==> src/rtl/mio_pkg.sv <==
// shared types and constants of the mutual inhibition oscillator step block
package mio_pkg;

    localparam int FRAC          = 12;
    localparam int ONE_Q         = 4096;
    localparam int CFG_IDX_BITS  = 3;
    localparam int CFG_DATA_BITS = 16;

    // register indexes of the configuration port
    localparam logic [CFG_IDX_BITS-1:0] CFG_MUTUAL_WEIGHT = 3'd0;
    localparam logic [CFG_IDX_BITS-1:0] CFG_ADAPT_GAIN    = 3'd1;
    localparam logic [CFG_IDX_BITS-1:0] CFG_TONIC_DRIVE   = 3'd2;
    localparam logic [CFG_IDX_BITS-1:0] CFG_FEEDBACK_GAIN = 3'd3;
    localparam logic [CFG_IDX_BITS-1:0] CFG_STEP_OVER_T1  = 3'd4;
    localparam logic [CFG_IDX_BITS-1:0] CFG_STEP_OVER_T2  = 3'd5;
    localparam logic [CFG_IDX_BITS-1:0] CFG_START_PHASE   = 3'd6;

    // register reset values
    localparam logic [14:0]        RST_MUTUAL_WEIGHT = 15'd8192;
    localparam logic [14:0]        RST_ADAPT_GAIN    = 15'd10240;
    localparam logic signed [15:0] RST_TONIC_DRIVE   = 16'sd4096;
    localparam logic signed [15:0] RST_FEEDBACK_GAIN = 16'sd0;
    localparam logic [11:0]        RST_STEP_OVER_T1  = 12'd410;
    localparam logic [11:0]        RST_STEP_OVER_T2  = 12'd205;

    typedef struct packed {
        logic               restart;
        logic signed [15:0] feedback_one;
        logic signed [15:0] feedback_two;
    } t_in_item;

    typedef struct packed {
        logic [15:0]        step_index;
        logic [14:0]        output_one;
        logic [14:0]        output_two;
        logic signed [15:0] output_difference;
        logic               phase_bit;
        logic               saturated;
    } t_out_item;

endpackage

==> src/rtl/mutual_inhibition_oscillator_step.sv <==
// two-neuron mutual inhibition oscillator, one euler step per tick, bit-serial datapath
//
// usage
//   input channel (i_in_valid, o_in_stall, i_in_data): one tick per transfer; a tick
//   with restart set reloads the start state picked by start_phase, any other tick
//   advances both neurons by one step using the feedback values it carries
//   output channel (o_out_valid, i_out_stall, o_out_data): one result per tick, giving
//   the outputs held before the step, their difference, the phase bit, the step
//   number and whether any membrane or adaptation update clipped
//   configuration port (i_cfg_we, i_cfg_index, i_cfg_data): write only while idle
// timing
//   a step tick runs ten products through one shift-add multiplier that takes one
//   bit of the register operand per cycle (70 bits per neuron), each product after
//   a load state, with a writeback after the membrane and the adaptation product
//   of each neuron; no new tick is taken until the result has moved to the output
//   register, and a restart tick goes straight from idle to the result state
//   a finished result waits in the output register while the receiver stalls, and
//   the next tick is taken and worked on meanwhile; it then waits for the register
// reset
//   synchronous active-low reset loads the register defaults and the start state
//   with the first neuron at one, clears the step count and empties the output
module mutual_inhibition_oscillator_step
    import mio_pkg::*;
#(
    parameter int VALUE_BITS = 16,
    parameter int COUNT_BITS = 16
) (
    input  logic                     i_clk,
    input  logic                     i_rst_n,
    input  logic                     i_in_valid,
    output logic                     o_in_stall,
    input  t_in_item                 i_in_data,
    output logic                     o_out_valid,
    input  logic                     i_out_stall,
    output t_out_item                o_out_data,
    input  logic                     i_cfg_we,
    input  logic [CFG_IDX_BITS-1:0]  i_cfg_index,
    input  logic [CFG_DATA_BITS-1:0] i_cfg_data
);

    // accumulator width: the inhibition sum stays below 2^(mag+16), scaled by a
    // 12 bit step factor plus the shifted old value it stays below 2^(mag+29)
    localparam int MAG_BITS = (VALUE_BITS > 16) ? VALUE_BITS : 16;
    localparam int PW       = MAG_BITS + 30;

    localparam logic signed [VALUE_BITS-1:0] V_MAX = {1'b0, {(VALUE_BITS-1){1'b1}}};
    localparam logic signed [VALUE_BITS-1:0] V_MIN = {1'b1, {(VALUE_BITS-1){1'b0}}};
    // start value 1.0, clipped when the value width cannot hold it
    localparam logic signed [VALUE_BITS-1:0] START_ONE =
        (VALUE_BITS > 13) ? VALUE_BITS'(ONE_Q) : V_MAX;

    localparam logic signed [PW-1:0] HALF_U = PW'(1) << (2*FRAC - 1);
    localparam logic signed [PW-1:0] HALF_V = PW'(1) << (FRAC - 1);
    localparam logic signed [PW-1:0] D_MAX  = PW'(32767);
    localparam logic signed [PW-1:0] D_MIN  = {{(PW-15){1'b1}}, 15'd0};

    typedef enum logic [2:0] {
        S_IDLE,
        S_LOAD,
        S_MUL,
        S_WRITE,
        S_OUT
    } t_state;

    // products of one neuron update, in the order they run
    typedef enum logic [2:0] {
        TERM_MUTUAL,
        TERM_ADAPT,
        TERM_FEEDBACK,
        TERM_MEMBRANE,
        TERM_ADAPT_RATE
    } t_term;

    function automatic logic signed [PW-1:0] sx_v(input logic signed [VALUE_BITS-1:0] x);
        return {{(PW-VALUE_BITS){x[VALUE_BITS-1]}}, x};
    endfunction

    function automatic logic signed [PW-1:0] sx_16(input logic signed [15:0] x);
        return {{(PW-16){x[15]}}, x};
    endfunction

    // configuration registers
    logic [14:0]        r_mutual_weight;
    logic [14:0]        r_adapt_gain;
    logic signed [15:0] r_tonic_drive;
    logic signed [15:0] r_feedback_gain;
    logic [11:0]        r_step_over_t1;
    logic [11:0]        r_step_over_t2;
    logic               r_start_phase;

    // control
    t_state          r_state;
    t_term           r_term;
    logic            r_sel;
    logic [3:0]      r_cnt;
    logic            r_clip;
    logic            r_out_valid;

    // serial multiplier
    logic [15:0]           r_ser;
    logic                  r_sgn;
    logic                  r_neg;
    logic signed [PW-1:0]  r_acc;
    logic signed [PW-1:0]  r_mcand;

    // oscillator state
    logic signed [VALUE_BITS-1:0] r_u_one, r_v_one, r_y_one;
    logic signed [VALUE_BITS-1:0] r_u_two, r_v_two, r_y_two;
    logic [COUNT_BITS-1:0]        r_count;

    // per-tick payload
    logic signed [VALUE_BITS-1:0] r_y_old_one, r_y_old_two;
    logic signed [15:0]           r_fb_one, r_fb_two;
    t_out_item                    r_res;
    t_out_item                    r_out;

    // combinational
    logic                         w_in_acc;
    logic                         w_out_room;
    logic                         w_out_load;
    t_out_item                    w_out_next;
    logic signed [VALUE_BITS-1:0] w_u, w_v, w_y, w_y_other;
    logic signed [15:0]           w_fb;
    logic [15:0]                  w_ld_ser;
    logic [3:0]                   w_ld_last;
    logic                         w_ld_sgn;
    logic                         w_ld_neg;
    logic                         w_ld_acc_en;
    logic signed [PW-1:0]         w_ld_acc;
    logic signed [PW-1:0]         w_ld_mcand;
    logic                         w_sub;
    logic signed [PW-1:0]         w_acc_step;
    logic signed [PW-1:0]         w_shifted;
    logic [PW-VALUE_BITS:0]       w_hi;
    logic                         w_fits;
    logic signed [VALUE_BITS-1:0] w_sat_val;
    logic signed [VALUE_BITS-1:0] w_rect;
    logic signed [PW-1:0]         w_y1_x, w_y2_x, w_diff;
    t_out_item                    w_snap;

    assign o_in_stall  = (r_state != S_IDLE);
    assign w_in_acc    = i_in_valid & ~o_in_stall;
    assign w_out_room  = ~r_out_valid | ~i_out_stall;
    assign w_out_load  = (r_state == S_OUT) & w_out_room;
    assign o_out_valid = r_out_valid;
    assign o_out_data  = r_out;

    // finished result with the clip flag of the whole step
    always_comb begin
        w_out_next           = r_res;
        w_out_next.saturated = r_clip;
    end

    // operands of the neuron being updated
    assign w_u       = r_sel ? r_u_two : r_u_one;
    assign w_v       = r_sel ? r_v_two : r_v_one;
    assign w_y       = r_sel ? r_y_two : r_y_one;
    // inhibition comes from the other neuron's output before this step
    assign w_y_other = r_sel ? r_y_old_one : r_y_old_two;
    assign w_fb      = r_sel ? r_fb_two : r_fb_one;

    // operand setup of each product: the register goes into the serial shift
    // register, the state, feedback or partial sum value is the parallel multiplicand
    always_comb begin
        w_ld_ser    = '0;
        w_ld_last   = '0;
        w_ld_sgn    = 1'b0;
        w_ld_neg    = 1'b0;
        w_ld_acc_en = 1'b0;
        w_ld_acc    = '0;
        w_ld_mcand  = '0;
        unique case (r_term)
            TERM_MUTUAL: begin
                // acc starts as (tonic - u) in q.24
                w_ld_ser    = {1'b0, r_mutual_weight};
                w_ld_last   = 4'd14;
                w_ld_neg    = 1'b1;
                w_ld_mcand  = sx_v(w_y_other);
                w_ld_acc_en = 1'b1;
                w_ld_acc    = (sx_16(r_tonic_drive) - sx_v(w_u)) <<< FRAC;
            end
            TERM_ADAPT: begin
                w_ld_ser   = {1'b0, r_adapt_gain};
                w_ld_last  = 4'd14;
                w_ld_neg   = 1'b1;
                w_ld_mcand = sx_v(w_v);
            end
            TERM_FEEDBACK: begin
                // signed gain: top bit carries negative weight
                w_ld_ser   = r_feedback_gain;
                w_ld_last  = 4'd15;
                w_ld_sgn   = 1'b1;
                w_ld_neg   = 1'b1;
                w_ld_mcand = sx_16(w_fb);
            end
            TERM_MEMBRANE: begin
                // old value and rounding half folded in ahead of the product
                w_ld_ser    = {4'd0, r_step_over_t1};
                w_ld_last   = 4'd11;
                w_ld_mcand  = r_acc;
                w_ld_acc_en = 1'b1;
                w_ld_acc    = (sx_v(w_u) <<< (2*FRAC)) + HALF_U;
            end
            TERM_ADAPT_RATE: begin
                w_ld_ser    = {4'd0, r_step_over_t2};
                w_ld_last   = 4'd11;
                w_ld_mcand  = sx_v(w_y) - sx_v(w_v);
                w_ld_acc_en = 1'b1;
                w_ld_acc    = (sx_v(w_v) <<< FRAC) + HALF_V;
            end
            default: begin
                w_ld_ser = '0;
            end
        endcase
    end

    // one multiplier bit per cycle
    assign w_sub      = r_neg ^ (r_sgn & (r_cnt == '0));
    assign w_acc_step = r_ser[0] ? (w_sub ? (r_acc - r_mcand) : (r_acc + r_mcand)) : r_acc;

    // scale back and saturate to the value width
    assign w_shifted = (r_term == TERM_MEMBRANE) ? (r_acc >>> (2*FRAC)) : (r_acc >>> FRAC);
    assign w_hi      = w_shifted[PW-1:VALUE_BITS-1];
    assign w_fits    = (&w_hi) | ~(|w_hi);
    assign w_sat_val = w_fits ? w_shifted[VALUE_BITS-1:0] : (w_shifted[PW-1] ? V_MIN : V_MAX);
    assign w_rect    = w_sat_val[VALUE_BITS-1] ? '0 : w_sat_val;

    // report fields, taken from the outputs before the step
    assign w_y1_x = sx_v(r_y_one);
    assign w_y2_x = sx_v(r_y_two);
    assign w_diff = w_y1_x - w_y2_x;

    always_comb begin
        w_snap            = '0;
        w_snap.step_index = 16'(r_count);
        w_snap.output_one = (w_y1_x > D_MAX) ? 15'h7fff : 15'(w_y1_x);
        w_snap.output_two = (w_y2_x > D_MAX) ? 15'h7fff : 15'(w_y2_x);
        if (w_diff > D_MAX) begin
            w_snap.output_difference = 16'sh7fff;
        end else if (w_diff < D_MIN) begin
            w_snap.output_difference = 16'sh8000;
        end else begin
            w_snap.output_difference = 16'(w_diff);
        end
        w_snap.phase_bit = (w_y1_x > w_y2_x);
        w_snap.saturated = 1'b0;
    end

    // configuration registers, unknown indexes dropped
    always_ff @(posedge i_clk) begin
        if (!i_rst_n) begin
            r_mutual_weight <= RST_MUTUAL_WEIGHT;
            r_adapt_gain    <= RST_ADAPT_GAIN;
            r_tonic_drive   <= RST_TONIC_DRIVE;
            r_feedback_gain <= RST_FEEDBACK_GAIN;
            r_step_over_t1  <= RST_STEP_OVER_T1;
            r_step_over_t2  <= RST_STEP_OVER_T2;
            r_start_phase   <= 1'b0;
        end else if (i_cfg_we) begin
            unique case (i_cfg_index)
                CFG_MUTUAL_WEIGHT: r_mutual_weight <= i_cfg_data[14:0];
                CFG_ADAPT_GAIN:    r_adapt_gain    <= i_cfg_data[14:0];
                CFG_TONIC_DRIVE:   r_tonic_drive   <= i_cfg_data;
                CFG_FEEDBACK_GAIN: r_feedback_gain <= i_cfg_data;
                CFG_STEP_OVER_T1:  r_step_over_t1  <= i_cfg_data[11:0];
                CFG_STEP_OVER_T2:  r_step_over_t2  <= i_cfg_data[11:0];
                CFG_START_PHASE:   r_start_phase   <= i_cfg_data[0];
                default: begin
                end
            endcase
        end
    end

    // sequencer, datapath and output register
    always_ff @(posedge i_clk) begin
        if (!i_rst_n) begin
            r_state     <= S_IDLE;
            r_term      <= TERM_MUTUAL;
            r_sel       <= 1'b0;
            r_cnt       <= '0;
            r_clip      <= 1'b0;
            r_out_valid <= 1'b0;
            r_u_one     <= START_ONE;
            r_v_one     <= START_ONE;
            r_y_one     <= '0;
            r_u_two     <= '0;
            r_v_two     <= '0;
            r_y_two     <= '0;
            r_count     <= '0;
        end else begin
            // a new result may replace one taken at this same edge
            if (w_out_load) begin
                r_out_valid <= 1'b1;
            end else if (r_out_valid && !i_out_stall) begin
                r_out_valid <= 1'b0;
            end
            unique case (r_state)
                S_IDLE: begin
                    if (w_in_acc) begin
                        if (i_in_data.restart) begin
                            r_u_one <= r_start_phase ? '0 : START_ONE;
                            r_v_one <= r_start_phase ? '0 : START_ONE;
                            r_y_one <= '0;
                            r_u_two <= r_start_phase ? START_ONE : '0;
                            r_v_two <= r_start_phase ? START_ONE : '0;
                            r_y_two <= '0;
                            r_count <= '0;
                            r_res   <= '0;
                            r_clip  <= 1'b0;
                            r_state <= S_OUT;
                        end else begin
                            r_y_old_one <= r_y_one;
                            r_y_old_two <= r_y_two;
                            r_fb_one    <= i_in_data.feedback_one;
                            r_fb_two    <= i_in_data.feedback_two;
                            r_res       <= w_snap;
                            r_clip      <= 1'b0;
                            r_sel       <= 1'b0;
                            r_term      <= TERM_MUTUAL;
                            r_state     <= S_LOAD;
                        end
                    end
                end
                S_LOAD: begin
                    r_ser   <= w_ld_ser;
                    r_cnt   <= w_ld_last;
                    r_sgn   <= w_ld_sgn;
                    r_neg   <= w_ld_neg;
                    r_mcand <= w_ld_mcand;
                    if (w_ld_acc_en) begin
                        r_acc <= w_ld_acc;
                    end
                    r_state <= S_MUL;
                end
                S_MUL: begin
                    r_acc   <= w_acc_step;
                    r_ser   <= r_ser >> 1;
                    r_mcand <= r_mcand <<< 1;
                    r_cnt   <= r_cnt - 4'd1;
                    if (r_cnt == '0) begin
                        unique case (r_term)
                            TERM_MUTUAL: begin
                                r_term  <= TERM_ADAPT;
                                r_state <= S_LOAD;
                            end
                            TERM_ADAPT: begin
                                r_term  <= TERM_FEEDBACK;
                                r_state <= S_LOAD;
                            end
                            TERM_FEEDBACK: begin
                                r_term  <= TERM_MEMBRANE;
                                r_state <= S_LOAD;
                            end
                            default: begin
                                r_state <= S_WRITE;
                            end
                        endcase
                    end
                end
                S_WRITE: begin
                    r_clip <= r_clip | ~w_fits;
                    if (r_term == TERM_MEMBRANE) begin
                        if (r_sel) begin
                            r_u_two <= w_sat_val;
                            r_y_two <= w_rect;
                        end else begin
                            r_u_one <= w_sat_val;
                            r_y_one <= w_rect;
                        end
                        r_term  <= TERM_ADAPT_RATE;
                        r_state <= S_LOAD;
                    end else begin
                        if (r_sel) begin
                            r_v_two <= w_sat_val;
                            r_count <= r_count + COUNT_BITS'(1);
                            r_state <= S_OUT;
                        end else begin
                            r_v_one <= w_sat_val;
                            r_sel   <= 1'b1;
                            r_term  <= TERM_MUTUAL;
                            r_state <= S_LOAD;
                        end
                    end
                end
                S_OUT: begin
                    if (w_out_room) begin
                        r_out   <= w_out_next;
                        r_state <= S_IDLE;
                    end
                end
                default: begin
                    r_state <= S_IDLE;
                end
            endcase
        end
    end

    a_restart_direct: assert property (@(posedge i_clk) disable iff (!i_rst_n)
        (w_in_acc && i_in_data.restart) |=> (r_state == S_OUT && r_count == '0))
        else $error("restart tick did not go straight to the result");

    a_step_starts: assert property (@(posedge i_clk) disable iff (!i_rst_n)
        (w_in_acc && !i_in_data.restart) |=>
        (r_state == S_LOAD && r_term == TERM_MUTUAL && !r_sel))
        else $error("step tick did not start at the first neuron's first product");

    a_count_advance: assert property (@(posedge i_clk) disable iff (!i_rst_n)
        (r_state == S_WRITE && r_term == TERM_ADAPT_RATE && r_sel) |=>
        (r_state == S_OUT && r_count == $past(r_count) + COUNT_BITS'(1)))
        else $error("step count did not advance at the end of a step");

    a_out_source: assert property (@(posedge i_clk) disable iff (!i_rst_n)
        $rose(r_out_valid) |-> $past(r_state == S_OUT))
        else $error("output register filled outside the result state");

endmodule

==> config.mk <==
export PLATFORM = sky130hd
export DESIGN_NAME = mutual_inhibition_oscillator_step
export DESIGN_NICKNAME = d
export VERILOG_FILES = /design/src/rtl/mio_pkg.sv /design/src/rtl/mutual_inhibition_oscillator_step.sv
export SDC_FILE = /design/constraint.sdc
export NUM_CORES = 1
export LEC_CHECK = 0
export ABC_AREA = 1
export BUFFER_PORTS_ARGS = -buffer_cell sky130_fd_sc_hd__buf_2
export CORE_MARGIN = 4
export CORE_UTILIZATION = 50
export DETAILED_ROUTE_END_ITERATION = 6
export GPL_TIMING_DRIVEN = 0
export PLACE_DENSITY = 0.66
export SLEW_MARGIN = 20
export SYNTH_ARGS = -nofsm -noshare
export SYNTH_HDL_FRONTEND = slang
export SYNTH_SLANG_ARGS = --single-unit
==> constraint.sdc <==
create_clock -name i_clk -period 9.4 [get_ports i_clk]
set_clock_uncertainty 0.15 [all_clocks]
set_input_delay 1.88 -clock i_clk [delete_from_list [all_inputs] [get_ports i_clk]]
set_output_delay 1.88 -clock i_clk [all_outputs]
set_load 0.01 [all_outputs]
**Word level (Yosys, flattened, before mapping)**

Index checks and enable logic that the tools add are counted.

- Flip-flop bits (word level): 513
- Input bits: 57
- Output and inout port bits: 66
- Logic and storage cells: 211

- $add $sub $neg: 9
- Magnitude comparators: 5
- Equality and inequality tests: 27
- Muxes and demuxes: 77
- Bitwise logic cells: 13
- Reduce and logical (&&, ||, !) cells: 39

Operators with widths:

| operator | count |
|---|---|
| 2-to-1 mux 16 bit | 26 |
| one-hot mux 16 bit (2 select lines) | 8 |
| one-hot mux 46 bit (5 select lines) | 1 |
| one-hot mux 46 bit (2 select lines) | 2 |
| 2-to-1 mux 46 bit | 3 |
| one-hot mux 46 bit (3 select lines) | 1 |
| one-hot mux 16 bit (5 select lines) | 1 |
| 2-to-1 mux 15 bit | 4 |
| subtractor 16 x 16 -> 17 bit | 3 |
| adder 46 bit | 1 |
| subtractor 46 bit | 1 |
| adder 40 x 25 -> 41 bit (second input constant) | 1 |
| 2-to-1 mux 3 bit | 11 |
| 2-to-1 mux 33 bit | 1 |
| greater-than comparator 16 bit (second input constant) | 2 |
| AND reduction 31 bit | 1 |
| OR reduction 31 bit | 1 |
| adder 28 x 13 -> 29 bit (second input constant) | 1 |
| 2-to-1 mux 13 bit | 2 |
| != test 2 bit (second input constant) | 11 |
| AND reduction 2 bit | 10 |
| AND reduction 5 bit | 4 |
| == test 3 x 2 -> 1 bit (second input constant) | 6 |
| one-hot mux 3 bit (3 select lines) | 2 |
| other kinds (30) | 66 |

**Depth between registers and ports, before layout**

- Depth in word-level cells: 10
- Depth in mapped cells: 26
- Mapped depth without buffers: 25

**Worst setup path after synthesis**

No wires, ideal clock.

- Path kind: input to register
- Start: input port i_rst_n
- End: register r_acc[0], enable pin
- Setup time: 449 ps
- Arrival time: 7384 ps
- Data required time: 8801 ps
- Setup slack: 1417 ps
- Stages: 5
- Buffers on the path: 1
- Path through: clkbuf_1 > clkinv_1 > nor2_1 > o21ai_0 > nor2_1

- Word-level cells in the longest chain between the ends: 1

Ends and longest elaborated chain:

| element | line | text |
|---|---|---|
| start: declaration | mutual_inhibition_oscillator_step.sv:29 | `input logic i_rst_n,` |
| AND reduction 4 bit (no line) | - |  |
| end signal: assignment | mutual_inhibition_oscillator_step.sv:331 | `r_acc <= w_ld_acc;` |
| end signal: assignment | mutual_inhibition_oscillator_step.sv:336 | `r_acc <= w_acc_step;` |
| end: declaration | mutual_inhibition_oscillator_step.sv:103 | `logic signed [PW-1:0] r_acc;` |

Every way passes these cells.
A chain may end at the register's enable or synchronous reset.

**Final worst setup path**

- Start: input port i_rst_n
- End: register r_fb_one[14], enable pin

- Word-level cells in the longest chain between the ends: 1

Ends and longest elaborated chain:

| element | line | text |
|---|---|---|
| AND reduction 4 bit (no line) | - |  |
| end signal: assignment | mutual_inhibition_oscillator_step.sv:314 | `r_fb_one <= i_in_data.feedback_one;` |
| end: declaration | mutual_inhibition_oscillator_step.sv:113 | `logic signed [15:0] r_fb_one, r_fb_two;` |

Every way passes these cells.

==> impl_metrics.ini <==
[status]
status = complete, no violations

[clock_network]
clkTransAtPathRegs_ns = 0.06
cts_max_path_buffers = 3
cts_resized = 0
post_cts_buffers = 0
cts_buffers = 56
clock_sinks = 509
clk_latency_ns = 0.66
holdBufCountCts = 0
cts_tree = done
cts_root_buf = clkbuf_16
htree_levels = 2

[global_route]
antenna_found_initial = 2
grt_pass1_vias = 24486
grt_max_degree = 28
track_usage = 0.335
grt_pass1_wl_mm = 152
grt_overflow_total = 0

[route]
firstDrtPassIters = 6
postRouteWirelength_mm = 104
drt-vias-per-instance = 5.73
drt-initial-drc-count = 3138
postRouteAntennaNets = 0
drc = 0
vias = 26612
wl_per_cell_um = 22.4

[placed_design]
dp_hpwl_mm = 81.5
placed_cells = 4536
dpl_worst_slack_ns = 3.45
gp_congestion = 1.05
port_buffers = 121
dpl_cell_area_um2 = 30000

[critical_path]
crit_path_end_kind = flop
r2r_cells = 22
cp-start-kind = primary input
r2r_start = r_cnt[0]$_SDFFE_PN0N_
criticalPathCategory = in2reg
cp_data_required_time_ns = 9.59
path_max_fanout = 11
cp_data_arrival_time_ns = 5.54
ff2ff_setup_slack_ns = 4.12
r2r-end = r_acc[31]$_DFFE_PP_

[yosys]
yosys.area_share.adder = 0.0450
yosys.area_share.simple = 0.248
ys_ff_latch = 509
synth-xor-area-share = 0.0196
yosysWarnings = 0
synth_ff_type = edfxtp_1
synth_cells = 3654
syn_avg_cell_area_um2 = 7.72
async_flop_share = 0
seq_area_frac_synth = 0.467
synthesis.area_um2 = 28200
synth.net_count = 3810
synth-edff-count = 299
synth_top_family_by_area = simple AND/OR/NAND/NOR gates
yosysUniqueCellTypes = 51
synth_compound_area_frac = 0.151
synthMuxAreaShare = 0.00466

[worst_hold_path]
holdPathEnd = o_out_data[44]$_DFFE_PP_
min_from = r_res[44]$_SDFFCE_PP0P_
whs_path_depth = 0
hp-class = reg2reg

[die]
die_x_um = 246
initial_utilization = 0.508
core.rowCount = 86
dieArea_um2 = 60300
die_h_um = 246
coreArea_um2 = 55500
num_io_pins = 123

[sta]
finalCritPeriodShare = 0.569
setup_ws_ns = 4.06
maxSlewHeadroom = 0.271
slew_violations = 0
worstMarginPinSlew_ns = 1.09
max_freq_mhz = 187
finalHoldViolCount = 0
setup_violations = 0
rsz0062_at_grt = false
period_needed_ns = 5.34

[pwr]
irDropWorstVdd_mv = 0.202
p_leak_nw = 13.4
powerDensity_nw_per_um2 = 232
p_total_mw = 7.38

[final_layout]
layout.cells.non_filler = 4641
fin_nets = 4002
layout_common_cells = 922 x nand2_1, 455 x nor2_1, 343 x o21ai_0
syn_to_final_growth_pct = 12.9
mostFrequentLayoutCell = nand2_1
fin_area_um2 = 31800
drive_gt1_frac = 0.0784

[job]
maxCapViolCount = 0
-- flip-flops by register name (all words and copies together) (netlist names), 46 cells and up --
| signal | cells |
|---|---|
| o_out_data | 64 |
| r_res | 63 |
| r_mcand | 46 |
| r_acc | 46 |
-- layer usage --
layer,share of wire,track usage
met5,0.00012,0
met4,0.047,0.136
met3,0.093,0.0629
met2,0.44,0.524
met1,0.42,0.460
-- worst max-delay path by stage --
stage	start	endpoint	slack [ns]	cells after the start
6_report	i_rst_n	r_fb_one[14]$_DFFE_PP_	4.06	10
5_1_grt	r_cnt[0]$_SDFFE_PN0N_	r_acc[31]$_DFFE_PP_	3.78	22
4_1_cts	i_rst_n	r_fb_one[0]$_DFFE_PP_	4.11	10
3_5_place_dp	i_rst_n	r_fb_two[0]$_DFFE_PP_	3.45	10
3_3_place_gp	i_rst_n	r_acc[40]$_DFFE_PP_	-2.24	5
2_1_floorplan	i_rst_n	r_acc[0]$_SDFFCE_PN0P_	1.42	5
-- power by group --
group	internal, mW	switching (mW)	leakage [nW]	total (mW)
clock network	1.25	0.950	0.884	2.20
registers	2.61	0.128	4.49	2.74
logic	0.717	1.73	8.06	2.44
-- area by class of cell --
type	instances	area, um2
diodes	2	5.00
fillers	5391	23700
plain buffers	145	576
clock buffers	75	1550
multi-input cells	2669	13300
clock inverters	28	269
well taps	748	936
flip-flops and latches	509	13200
repair buffers	134	817
inverters	331	1240
-- stage by stage --
step           hold WS (ns)  setup TNS, ns   util
6_report              0.266              0  0.573
5_1_grt               0.277              0  0.573
4_1_cts               0.267              0  0.573
3_5_place_dp          0.255              0  0.541
3_3_place_gp          0.250        -156.11  0.536
2_1_floorplan         0.250              0      -
-- worst max-delay path, cell delays in order --
cell and delay, ns:
clkbuf_1 0.58, clkinv_1 0.59, clkbuf_1 0.45, nor3_2 0.72, buf_6 0.25, buf_4 0.20, buf_4 0.22, buf_4 0.22
buf_4 0.20, buf_4 0.20
-- kinds of logic after synthesis --
kind of cell    count (synthesis)
compound gates                793
xor+xnor                       63
fa+ha+maj                      99
buf+inv                       476
flops                         509
mux                            13
simple gates                 1701
-- Yosys cell counts, types with 41 or more instances --
cell / count / share of area
a21oi_1: 338 / 0.060
clkbuf_1: 115 / 0.015
dfxtp_1: 210 / 0.15
edfxtp_1: 299 / 0.32
ha_1: 95 / 0.042
inv_1: 321 / 0.043
nand2_1: 922 / 0.12
nand3_1: 159 / 0.028
nand4_1: 45 / 0.010
nor2_1: 459 / 0.061
o21ai_0: 344 / 0.061
or2_2: 41 / 0.0091
xor2_1: 47 / 0.015
(Power assumes the default switching activity.)
